<file path="config.mk">
export PLATFORM = sky130hd
export DESIGN_NAME = mvht_outbuf_flat
export DESIGN_NICKNAME = d
export VERILOG_FILES = /design/src/multivalue_hash_table_quadratic_probe_assert.svh /design/src/mvht_pkg.sv /design/src/mvht_rsp_if.sv /design/src/mvht_outbuf.sv /design/src/flat_wrapper.sv
export SDC_FILE = /design/constraint.sdc
export NUM_CORES = 1
export LEC_CHECK = 0
export CAP_MARGIN = 20
export CORE_ASPECT_RATIO = 1.25
export CORE_UTILIZATION = 55
export CTS_CLUSTER_SIZE = 16
export DETAILED_ROUTE_END_ITERATION = 10
export DONT_BUFFER_PORTS = 1
export HOLD_SLACK_MARGIN = 0.02
export PLACE_DENSITY = 0.85
export SETUP_SLACK_MARGIN = 0.15
export SLEW_MARGIN = 30
export SYNTH_ARGS = -nofsm -noshare
export SYNTH_HDL_FRONTEND = slang
export SYNTH_SLANG_ARGS = --single-unit
</file>
<file path="constraint.sdc">
create_clock -name i_clk -period 1.52 [get_ports i_clk]
set_input_delay 0.076 -clock i_clk [delete_from_list [all_inputs] [get_ports i_clk]]
set_output_delay 0.076 -clock i_clk [all_outputs]
set_load 0.05 [all_outputs]
</file>
<file path="src/multivalue_hash_table_quadratic_probe_assert.svh">
// Assertion macros used by the RTL engine.
`ifndef MULTIVALUE_HASH_TABLE_QUADRATIC_PROBE_ASSERT_SVH
`define MULTIVALUE_HASH_TABLE_QUADRATIC_PROBE_ASSERT_SVH

// Same-cycle implication, disabled during reset.
`define MVHT_ASSERT_IMP(lbl, clk, rst_n, ante, cons) \
    lbl: assert property (@(posedge clk) disable iff (!rst_n) (ante) |-> (cons)) \
        else $error("mvht assertion failed");

// Next-cycle implication, disabled during reset.
`define MVHT_ASSERT_NXT(lbl, clk, rst_n, ante, cons) \
    lbl: assert property (@(posedge clk) disable iff (!rst_n) (ante) |=> (cons)) \
        else $error("mvht assertion failed");

`endif

</file>
<file path="src/mvht_pkg.sv">
`default_nettype none

package mvht_pkg;

    localparam int KEY_BITS   = 8;
    localparam int CAPACITY   = 256;
    localparam int PROBES     = 8;
    localparam int BUCKET_IDS = 16;
    localparam int ID_W       = 20;

    localparam int SLOT_W = $clog2(CAPACITY);
    localparam int ATT_W  = (PROBES > 1) ? $clog2(PROBES) : 1;
    localparam int SQ_W   = 2 * ATT_W;
    localparam int CNT_W  = $clog2(BUCKET_IDS + 1);
    localparam int IDX_W  = (BUCKET_IDS > 1) ? $clog2(BUCKET_IDS) : 1;
    localparam int ADDR_W = SLOT_W + IDX_W;

    localparam int HASH_SEED  = 5381;
    localparam int HASH_SHIFT = 5;
    localparam int CHAR_ZERO  = 48;

    typedef enum logic {
        OP_INSERT = 1'b0,
        OP_FIND   = 1'b1
    } t_op;

    typedef enum logic [2:0] {
        ST_NEW       = 3'd0,
        ST_APPEND    = 3'd1,
        ST_NO_SLOT   = 3'd2,
        ST_FULL      = 3'd3,
        ST_FOUND     = 3'd4,
        ST_NOT_FOUND = 3'd5
    } t_status;

    typedef struct packed {
        t_status           status;
        logic [ID_W-1:0]   found_id;
        logic              last;
    } t_result;

    typedef struct packed {
        logic [KEY_BITS-1:0] key;
        logic [CNT_W-1:0]    count;
    } t_meta;

    // DJB2 over the key bits, msb first, each bit as char '0' or '1'.
    // Only the low SLOT_W bits survive the modulo, so the sum is kept that narrow.
    function automatic logic [SLOT_W-1:0] home_slot(input logic [KEY_BITS-1:0] k);
        logic [SLOT_W-1:0] h;
        h = SLOT_W'(HASH_SEED);
        for (int b = KEY_BITS - 1; b >= 0; b--) begin
            h = (h << HASH_SHIFT) + h + SLOT_W'(CHAR_ZERO) + SLOT_W'(k[b]);
        end
        return h;
    endfunction

endpackage

`default_nettype wire

</file>
<file path="src/mvht_rsp_if.sv">
`default_nettype none

interface mvht_rsp_if;
    logic                      valid;
    logic                      ready;
    logic [2:0]                status;
    logic [mvht_pkg::ID_W-1:0] found_id;
    logic                      last;

    modport source (output valid, status, found_id, last, input ready);
    modport sink   (input valid, status, found_id, last, output ready);
endinterface

`default_nettype wire

</file>
<file path="src/mvht_outbuf.sv">
`default_nettype none

module mvht_outbuf (
    input  wire logic              i_clk,
    input  wire logic              i_rst_n,
    input  wire mvht_pkg::t_result i_res,
    input  wire logic              i_push,
    output logic                   o_space,
    mvht_rsp_if.source             o_rsp
);

    mvht_pkg::t_result r_buf [2];
    logic              r_wp;
    logic              r_rp;
    logic [1:0]        r_cnt;
    logic              pop;
    logic              push;

    assign o_space = (r_cnt != 2'd2);
    assign push    = i_push && o_space;
    assign pop     = o_rsp.valid && o_rsp.ready;

    assign o_rsp.valid    = (r_cnt != 2'd0);
    assign o_rsp.status   = r_buf[r_rp].status;
    assign o_rsp.found_id = r_buf[r_rp].found_id;
    assign o_rsp.last     = r_buf[r_rp].last;

    always_ff @(posedge i_clk) begin
        if (push) begin
            r_buf[r_wp] <= i_res;
        end
    end

    always_ff @(posedge i_clk) begin
        if (!i_rst_n) begin
            r_wp  <= 1'b0;
            r_rp  <= 1'b0;
            r_cnt <= 2'd0;
        end else begin
            if (push) begin
                r_wp <= ~r_wp;
            end
            if (pop) begin
                r_rp <= ~r_rp;
            end
            case ({push, pop})
                2'b10:   r_cnt <= r_cnt + 2'd1;
                2'b01:   r_cnt <= r_cnt - 2'd1;
                default: r_cnt <= r_cnt;
            endcase
        end
    end

endmodule

`default_nettype wire

</file>
<file path="src/flat_wrapper.sv">
// flat-port wrapper written by rule: the top's interface ports become plain ports
module mvht_outbuf_flat 
  (i_clk, i_rst_n, i_res, i_push, o_space, o_rsp_valid, o_rsp_status, o_rsp_found_id, o_rsp_last, o_rsp_ready);
  mvht_rsp_if o_rsp_i ();
  input  wire logic i_clk;
  input  wire logic i_rst_n;
  input  wire mvht_pkg::t_result i_res;
  input  wire logic i_push;
  output logic o_space;
  output wire logic [$bits(o_rsp_i.valid)-1:0] o_rsp_valid;
  output wire logic [$bits(o_rsp_i.status)-1:0] o_rsp_status;
  output wire logic [$bits(o_rsp_i.found_id)-1:0] o_rsp_found_id;
  output wire logic [$bits(o_rsp_i.last)-1:0] o_rsp_last;
  input wire logic [$bits(o_rsp_i.ready)-1:0] o_rsp_ready;
  assign o_rsp_valid = o_rsp_i.valid;
  assign o_rsp_status = o_rsp_i.status;
  assign o_rsp_found_id = o_rsp_i.found_id;
  assign o_rsp_last = o_rsp_i.last;
  assign o_rsp_i.ready = o_rsp_ready;
  mvht_outbuf u_core (.i_clk(i_clk), .i_rst_n(i_rst_n), .i_res(i_res), .i_push(i_push), .o_space(o_space), .o_rsp(o_rsp_i));
endmodule
</file>
After elaboration in Yosys (flattened, before gate mapping):

Memories as Yosys holds them, arrays and structs flattened. A register that Yosys moved wholly into a read port is not among the register bits.
Cells that the tools add are included.
W data, S select, Z words.

* flip-flop bits (word level): 4
* bits in writable memories: 48
* input port bits: 28
* output and inout port bits: 26
* logic and storage cells: 20
* memories: 1

Memories
* u_core.r_buf: words 2, width 24, read ports 1, clocked after Yosys merged registers in 1, write ports 1, line mvht_outbuf.sv:12 `mvht_pkg::t_result r_buf [2];`

* add/subtract/negate cells: 2
* equal/unequal tests: 3
* mux-type cells: 5
* bitwise logic cells: 2
* reductions and logical operators: 4

Operator list (count)
* $mux W1: 4
* $pmux W2 S2: 1
* $reduce_bool A2 Y1: 2
* $add A2 B1 Y2 const B: 1
* $eq A2 B1 Y1 const B: 1
* $eq A2 B2 Y1 const B: 1
* $logic_and A1 B1 Y1: 2
* $ne A2 B2 Y1 const B: 1
* $not A1 Y1: 2
* $sub A2 B1 Y2 const B: 1

Longest topological paths before layout:

Gate-level depths: netlist (run 1).

* depth in word-level cells: 4
* gate-level depth with buffers: 6
* mapped depth without buffers: 6

Least setup slack after synthesis (run 1):

No wires, ideal clock.

* path kind: flip-flop to flip-flop
* start: register u_core.r_cnt[0]
* end: memory u_core.r_buf[1][0] (netlist bit) (enable)
* setup time: 0.383 ns
* arrival time: 1.647 ns
* required time: 1.137 ns
* slack: -0.510 ns
* stages on the path, launching flop included: 3
* buffers on the path: 0
* clock period less this slack: 2.030 ns
* cells stage by stage: dfxtp_1 -> nand2b_1 -> and3_1

* cells in the longest elaborated chain, start to end: 4

RTL lines
* start: declaration: line mvht_outbuf.sv:15 `logic [1:0] r_cnt;`
* start signal: assignment: line mvht_outbuf.sv:47 `2'b10: r_cnt <= r_cnt + 2'd1;`
* start signal: assignment: line mvht_outbuf.sv:48 `2'b01: r_cnt <= r_cnt - 2'd1;`
* start signal: assignment: line mvht_outbuf.sv:49 `default: r_cnt <= r_cnt;`
* $ne A2 B2 Y1: line mvht_outbuf.sv:19 `assign o_space = (r_cnt != 2'd2);`
* net o_space: line flat_wrapper.sv:9 `output logic o_space;`
* $logic_and A1 B1 Y1: line mvht_outbuf.sv:20 `assign push = i_push && o_space;`
* $mux W1: line mvht_outbuf.sv:29 `if (push) begin`
* $mux W1 (implied by the code): line mvht_outbuf.sv:30 `r_buf[r_wp] <= i_res;`
* end: declaration: line mvht_outbuf.sv:12

The timed path passes the listed nets, and every way through them passes these cells.

Final worst setup path (run 1):

* start: register u_core.r_cnt[0]
* end: register u_core.r_cnt[1]

* cells in the longest elaborated chain, start to end: 4
* elaborated cells between the ends (all ways): 10
* classes of those cells: add/sub (2); eq/ne (3); mux (1); reduce/logical (4)

RTL lines
* $reduce_bool A2 Y1 *: line mvht_outbuf.sv:23 `assign o_rsp.valid = (r_cnt != 2'd0);`
* $logic_and A1 B1 Y1 *: line mvht_outbuf.sv:21 `assign pop = o_rsp.valid && o_rsp.ready;`
* net u_core.pop: line mvht_outbuf.sv:16 `logic pop;`
* $eq A2 B1 Y1 or $eq A2 B2 Y1 (tied branches): line mvht_outbuf.sv:46 `case ({push, pop})`
* $pmux W2 S2 or $reduce_bool A2 Y1 (tied branches)

The timed path passes the listed nets; every way through them passes the cells marked *.
A chain may end at the register's enable or synchronous reset.

==> impl_metrics.csv, run 1 <==
group,metric,value,unit
floorplanning,chipHeight,68.8,um
clocking,cts_tree,"built",
timing,finalSetupTns,0,ns
clocking,cts_root_buf,"clkbuf_8",
clocking,path_clk_slew,0.08,ns
finish,area_growth,31.6,%
logic_synthesis,synth_nets,128,
pwr,vdd_drop_max,1.52,mV
worst_setup_path,cp_num_buf_inv,0,
timing,clock_skew,0.00435,ns
worst_setup_path,arrival,1.61,ns
timing,fmax,0.721,GHz
logic_synthesis,ys_seq_area_share,78.6,%
place,numPortBuffers,0,
finish,multi_input_area,519,um^2
worst_setup_path,slowest_delay,0.37,ns
pwr,leakagePower,0.926,nW
logic_synthesis,postSynthAreaPerCell,19.8,um^2
timing,hold_viol_final,0,
global_routing,grt_usage,18.4,%
finish,mostFrequentLayoutCell,"edfxtp_1",
clocking,clk-insertion-delay-late,0.29,ns
global_routing,globalRouteOverflowTotal,0,
place,dp.cells,139,
worst_setup_path,rrSetupSlack,0.13,ns
timing,slew_viol_final,0,
timing,finalSetupViolCount,0,
clocking,cts_htree_levels,2,
detailed_routing,routed_wl,3360,um
finish,nNetsFinal,167,
place,place_area,2080,um^2
finish,fillers,187,
worst_setup_path,crit_family,"flip-flops",
pwr,switching_share,38.9,%
worst_setup_path,cp-end-kind,"flop",
logic_synthesis,ys_types,20,
timing,rsz0062_at_grt,"true",
worst_setup_path,crit_path_start_kind,"flop",
finish,mostFrequentLayoutCells,"48 x edfxtp_1, 26 x dlygate4sd3_1, 23 x mux2_4",
place,routabilityCongestion,0.633,
timing,setup_ws,0.133,ns
pwr,switchingPower,1.89,mW
worst_setup_path,worstSetupPathType,"flop to flop",
global_routing,grt_pass1_vias,1021,
global_routing,antenna_found_initial,0,
floorplanning,start_util,59.3,%
timing,fin_hold_ws,0.0609,ns
clocking,cts_sinks,53,
clocking,clockBufferDepth,2,
logic_synthesis,synth_area,1960,um^2
detailed_routing,first_iter_violations,17,
global_routing,grt_pass1_wl,4910,um
worst_setup_path,worst_path_max_delay_cell,"dfxtp_4",
global_routing,grt_max_degree,16,
detailed_routing,postRouteAntennaNets,0,
detailed_routing,viasPerCell,5.54,
floorplanning,coreArea,3310,um^2
floorplanning,die_area,3810,um^2
place,place_ws,0.0748,ns
pwr,p_int,2.97,mW
global_routing,gr-usage-met2,36.4,%
logic_synthesis,synth-seq-cells,53,
hold_path,holdPathStages,2,
floorplanning,pin_count,54,
worst_setup_path,crit_cells,5,
timing,min_period,1.39,ns
place,dp.final_hpwl,2000,um
hold_path,hp-class,"primary input to flop",
detailed_routing,wl_per_cell,19.1,um
finish,seqCellArea,1550,um^2
floorplanning,die_w,55.4,um
detailed_routing,num_vias,975,
finish,diodes,0,
timing,relSlewSlack,81.4,%
detailed_routing,dr.pass1.iters,3,
worst_setup_path,ff2ff_path_depth,5,
pwr,clkPwrFrac,14.4,%
pwr,p_seq_share,41.1,%
finish,layout-drive-gt1-share,36.0,%
timing,finalCritPeriodShare,91.2,%
status,status,"complete, no violations",
run,drv_cap,0,
logic_synthesis,netlist_instances,99,
detailed_routing,drcViolationCount,0,
clocking,cts_buffers,5,
finish,stdcell_count,176,
floorplanning,rows,23,
pwr,powerDensity,1880,nW/um^2
global_routing,grt_use_met3,5.78,%
worst_setup_path,path_max_fanout,5,
timing,tightest_slew,0.280,ns
pwr,combPwrFrac,44.5,%
worst_setup_path,worstPathCellList,"o21a_4, ha_4, xnor2_1, or3_1, a21boi_1",
finish,fin_area,2580,um^2
global_routing,grt_use_met1,17.7,%
logic_synthesis,yosys_warnings,0,
global_routing,busiest_layer,"met2",
worst_setup_path,cp.required,1.74,ns
-- final cells by class --
type	instances	area share, %
sequential	53	60.0
multi-input combinational	42	20.1
timing repair buffer	35	14.6
clock buffer	5	2.66
tap	37	1.79
clock inverter	3	0.484
inverter	1	0.291
-- flip-flops by register name, indices dropped and copies added (netlist names), named ones only --
signal	count
u_core.r_buf	48
u_core.r_cnt	2
u_core.r_rp	1
u_core.r_wp	1
-- layer usage --
metal | vias up | wire length (um)
met3 | 6 | 157
met5 | - | 0
li1 | 455 | -
met1 | 485 | 1230
met4 | 0 | 48
met2 | 29 | 1930
-- metrics by stage --
stage          utilization [%]  power, mW
6_report                  78.0       4.86
5_1_grt                   78.0       5.03
4_1_cts                   77.0       4.81
3_5_place_dp              62.8       3.77
3_3_place_gp              62.8       3.71
2_1_floorplan                -       3.53
-- repair_timing --
action,CTS,global route
hold endpoints to repair,53,0
hold buffers,26,0
pin swaps,1,1
setup buffers,1,0
gates cloned,1,1
gates resized for setup,27,2
endpoints found under the setup margin,24,13
-- cell usage after synthesis --
cell      count  area, um^2
and3_1        1        6.26
o21a_1        1        7.51
a21boi_0      1        7.51
or3_1         1        6.26
nand2_1       1        3.75
mux2_2       24         270
dfxtp_1       5         100
nor2b_1       2        12.5
a21bo_2       1        10.0
ha_1          1        12.5
and2_1        1        6.26
edfxtp_1     48        1440
buf_2         3        15.0
xnor2_1       3        26.3
o21ai_0       1        5.00
inv_1         1        3.75
or2_2         1        6.26
nand3b_1      1        7.51
a21boi_1      1        7.51
nand2b_1      1        6.26
-- kinds of logic (layout without fill, tap and decap cells) --
family                     Yosys count  after routing  share of synthesized area, %
adders and majority gates            1              1                         0.638
DFF                                 53             53                          78.6
muxes                               24             24                          13.8
AOI/OAI and AO/OA                    5              5                          1.91
xor gates and xnor gates             3              3                          1.34
and+or+nand+nor                      9              9                          2.81
buffers and inverters                4             44                         0.956
-- power groups by stage --
| stage | logic, mW | clock network (mW) | registers (mW) |
|---|---|---|---|
| after floorplan | 1.59 | 0 | 1.94 |
| after global placement | 1.75 | 0 | 1.96 |
| after detailed placement | 1.79 | 0 | 1.98 |
| after CTS | 2.12 | 0.716 | 1.98 |
| after global routing | 2.23 | 0.778 | 2.02 |
| final | 2.16 | 0.702 | 2.00 |
-- final timing paths --
| path | startpoint | endpoint |
|---|---|---|
| setup / recovery | u_core.r_cnt[0] | u_core.r_cnt[1] |
| hold reg to reg | u_core.r_cnt[1] | u_core.r_cnt[1] |
| hold / removal | i_push | u_core.r_wp |
| setup reg to reg | u_core.r_cnt[0] | u_core.r_cnt[1] |
Note: power is estimated with default switching activity, not from simulation.
==> run 2, diff against run 1 <==
--- a/config.mk
+++ b/config.mk
@@ -7,13 +7,13 @@
 export LEC_CHECK = 0
 export CAP_MARGIN = 20
 export CORE_ASPECT_RATIO = 1.25
-export CORE_UTILIZATION = 55
+export CORE_UTILIZATION = 50
 export CTS_CLUSTER_SIZE = 16
 export DETAILED_ROUTE_END_ITERATION = 10
 export DONT_BUFFER_PORTS = 1
 export HOLD_SLACK_MARGIN = 0.02
-export PLACE_DENSITY = 0.85
-export SETUP_SLACK_MARGIN = 0.15
+export PLACE_DENSITY = 0.8
+export SETUP_SLACK_MARGIN = 0.3
 export SLEW_MARGIN = 30
 export SYNTH_ARGS = -nofsm -noshare
 export SYNTH_HDL_FRONTEND = slang
==> constraint.sdc (replaced) <==
create_clock -name i_clk -period 1.52 [get_ports i_clk]
set_input_delay 0.304 -clock i_clk [delete_from_list [all_inputs] [get_ports i_clk]]
set_output_delay 0.304 -clock i_clk [all_outputs]
set_load 0.05 [all_outputs]
==> run 2 against run 1 <==
  * The run now ends with design-rule violations, negative setup slack left
  * Worst hold slack gained 0.037 ns
  * Worst setup slack lost 0.14 ns
  * Clock skew grew 0.0024 ns
  * Utilization shrank 7.5 points
  * Final cell count shrank 5.1%
  * Routed wire length grew 0.60%
  * Critical path depth shrank 3
  * Total power grew 12%
  * First-iteration DRC count grew 120%
  * Register-to-register slack lost 0.10 ns
==> impl_metrics.csv, run 2 (synthesized netlist as in run 1, its figures left out) <==
group,metric,value,unit
timing,finalSetupViolCount,4,
pwr,powerDensity,2060,nW/um^2
pwr,vdd_drop_max,1.39,mV
place,numPortBuffers,0,
clocking,clockBufferDepth,2,
timing,setup_ws,-0.00357,ns
clocking,cts_htree_levels,2,
detailed_routing,dr.pass1.iters,9,
status,status,"finished, violations left",
global_routing,grt_usage,15.9,%
timing,tightest_slew,0.199,ns
global_routing,busiest_layer,"met2",
global_routing,antenna_found_initial,0,
global_routing,grt_pass1_vias,956,
detailed_routing,num_vias,947,
run,drv_cap,0,
hold_path,hp-class,"primary input to flop",
finish,postLayoutCoreUtil,70.5,%
finish,reg_top3,"u_core.r_buf x48, u_core.r_cnt x2",
finish,largest_reg_flops,48,
floorplanning,pin_count,54,
detailed_routing,drcViolationCount,4,
worst_setup_path,arrival,1.22,ns
global_routing,grt_use_met3,6.60,%
finish,diodes,0,
clocking,cts_buffers,5,
detailed_routing,first_iter_violations,38,
worst_setup_path,cp-end-kind,"primary output",
finish,area_growth,34.9,%
clocking,cts_sinks,53,
finish,mostFrequentLayoutCells,"48 x edfxtp_1, 24 x mux2_4, 10 x buf_6",
status,violations,"design-rule violations, negative setup slack",
timing,clock_skew,0.00672,ns
finish,fin_area,2650,um^2
timing,min_period,1.52,ns
worst_setup_path,worst_path_max_delay_cell,"mux2_4",
finish,mostFrequentLayoutCell,"edfxtp_1",
worst_setup_path,crit_path_start_kind,"flop",
finish,regMostFlops,"u_core.r_buf",
floorplanning,rows,25,
finish,stdcell_count,167,
worst_setup_path,cp.required,1.22,ns
global_routing,gr-usage-met2,31.3,%
timing,fmax,0.656,GHz
clocking,cts_tree,"built",
floorplanning,die_w,58.0,um
floorplanning,die_area,4180,um^2
place,place_area,2180,um^2
global_routing,grt_use_met1,14.2,%
worst_setup_path,slowest_delay,0.40,ns
worst_setup_path,path_max_fanout,12,
timing,relSlewSlack,86.6,%
detailed_routing,postRouteAntennaNets,0,
clocking,clk-insertion-delay-late,0.29,ns
hold_path,holdPathStages,0,
detailed_routing,routed_wl,3380,um
finish,nNetsFinal,155,
worst_setup_path,worstPathCellList,"buf_12, mux2_4",
floorplanning,coreArea,3750,um^2
place,routabilityCongestion,0.611,
finish,layout-drive-gt1-share,52.8,%
detailed_routing,wl_per_cell,20.2,um
worst_setup_path,rrSetupSlack,0.03,ns
worst_setup_path,worstSetupPathType,"flop to primary output",
clocking,cts_root_buf,"clkbuf_8",
timing,slew_viol_final,0,
global_routing,globalRouteOverflowTotal,0,
global_routing,grt_max_degree,17,
clocking,path_clk_slew,0.09,ns
global_routing,grt_pass1_wl,4640,um
place,dp.cells,141,
pwr,leakagePower,0.958,nW
clocking,postCtsHoldBufs,0,
floorplanning,start_util,52.3,%
timing,rsz0062_at_grt,"true",
timing,hold_viol_final,0,
detailed_routing,viasPerCell,5.67,
place,dp.final_hpwl,1930,um
timing,finalCritPeriodShare,100,%
worst_setup_path,ff2ff_path_depth,6,
floorplanning,chipHeight,72.0,um
[run 2: path summary, 6_finish.rpt]
| check | start | end |
|---|---|---|
| max | flop | o_rsp_found_id[7] |
| min | i_res[10] | u_core.r_buf[1][10] |
| max reg2reg | u_core.r_cnt[0] | u_core.r_buf[1][20] |
| min reg2reg | u_core.r_rp | flop |
[run 2: layer usage]
metal	up-vias	part of all wire, %
li1	435	-
met1	472	31
met2	36	60
met3	4	7.7
met4	0	0.86
met5	-	0
[run 2: critical path: cells and delay by family (launching register included)]
family	cells	cell delay (ns)
buf+inv	1	0.15
flops	1	0.38
mux	1	0.40
[run 2: power by group]
part	internal, mW	switching (mW)	leakage [nW]
Sequential	1.87	0.105	0.492
Combinational	1.11	1.47	0.414
Clock	0.484	0.411	0.0518
Total	3.46	1.99	0.958
[run 2: area by class of cell]
type	count	area [um^2]
clock inverters	3	41.3
fillers	233	1110
clock buffers	5	68.8
repair buffers	23	383
flip-flops and latches	53	1550
well taps	40	50.0
inverters	1	7.51
multi-input cells	42	546
[run 2: timing repair]
| item | in CTS | in global routing |
|---|---|---|
| setup buffers | 11 | 1 |
| pin swaps | 6 | 4 |
| cloned | 4 | 2 |
| gates resized for setup | 30 | 4 |
| endpoints found under the setup margin | 76 | 76 |
[run 2: per-stage QoR]
step                hold WS [ns]  worst slack (ns)  setup TNS, ns  total power, mW
floorplan                  0.403            0.0756              0             3.76
global placement           0.403             0.151              0             3.90
detailed placement         0.403            0.0339              0             3.95
CTS                       0.0894           -0.0133         -0.244             5.36
global route              0.0843           -0.0464          -1.05             5.63
finish                    0.0974          -0.00357       -0.00955             5.45
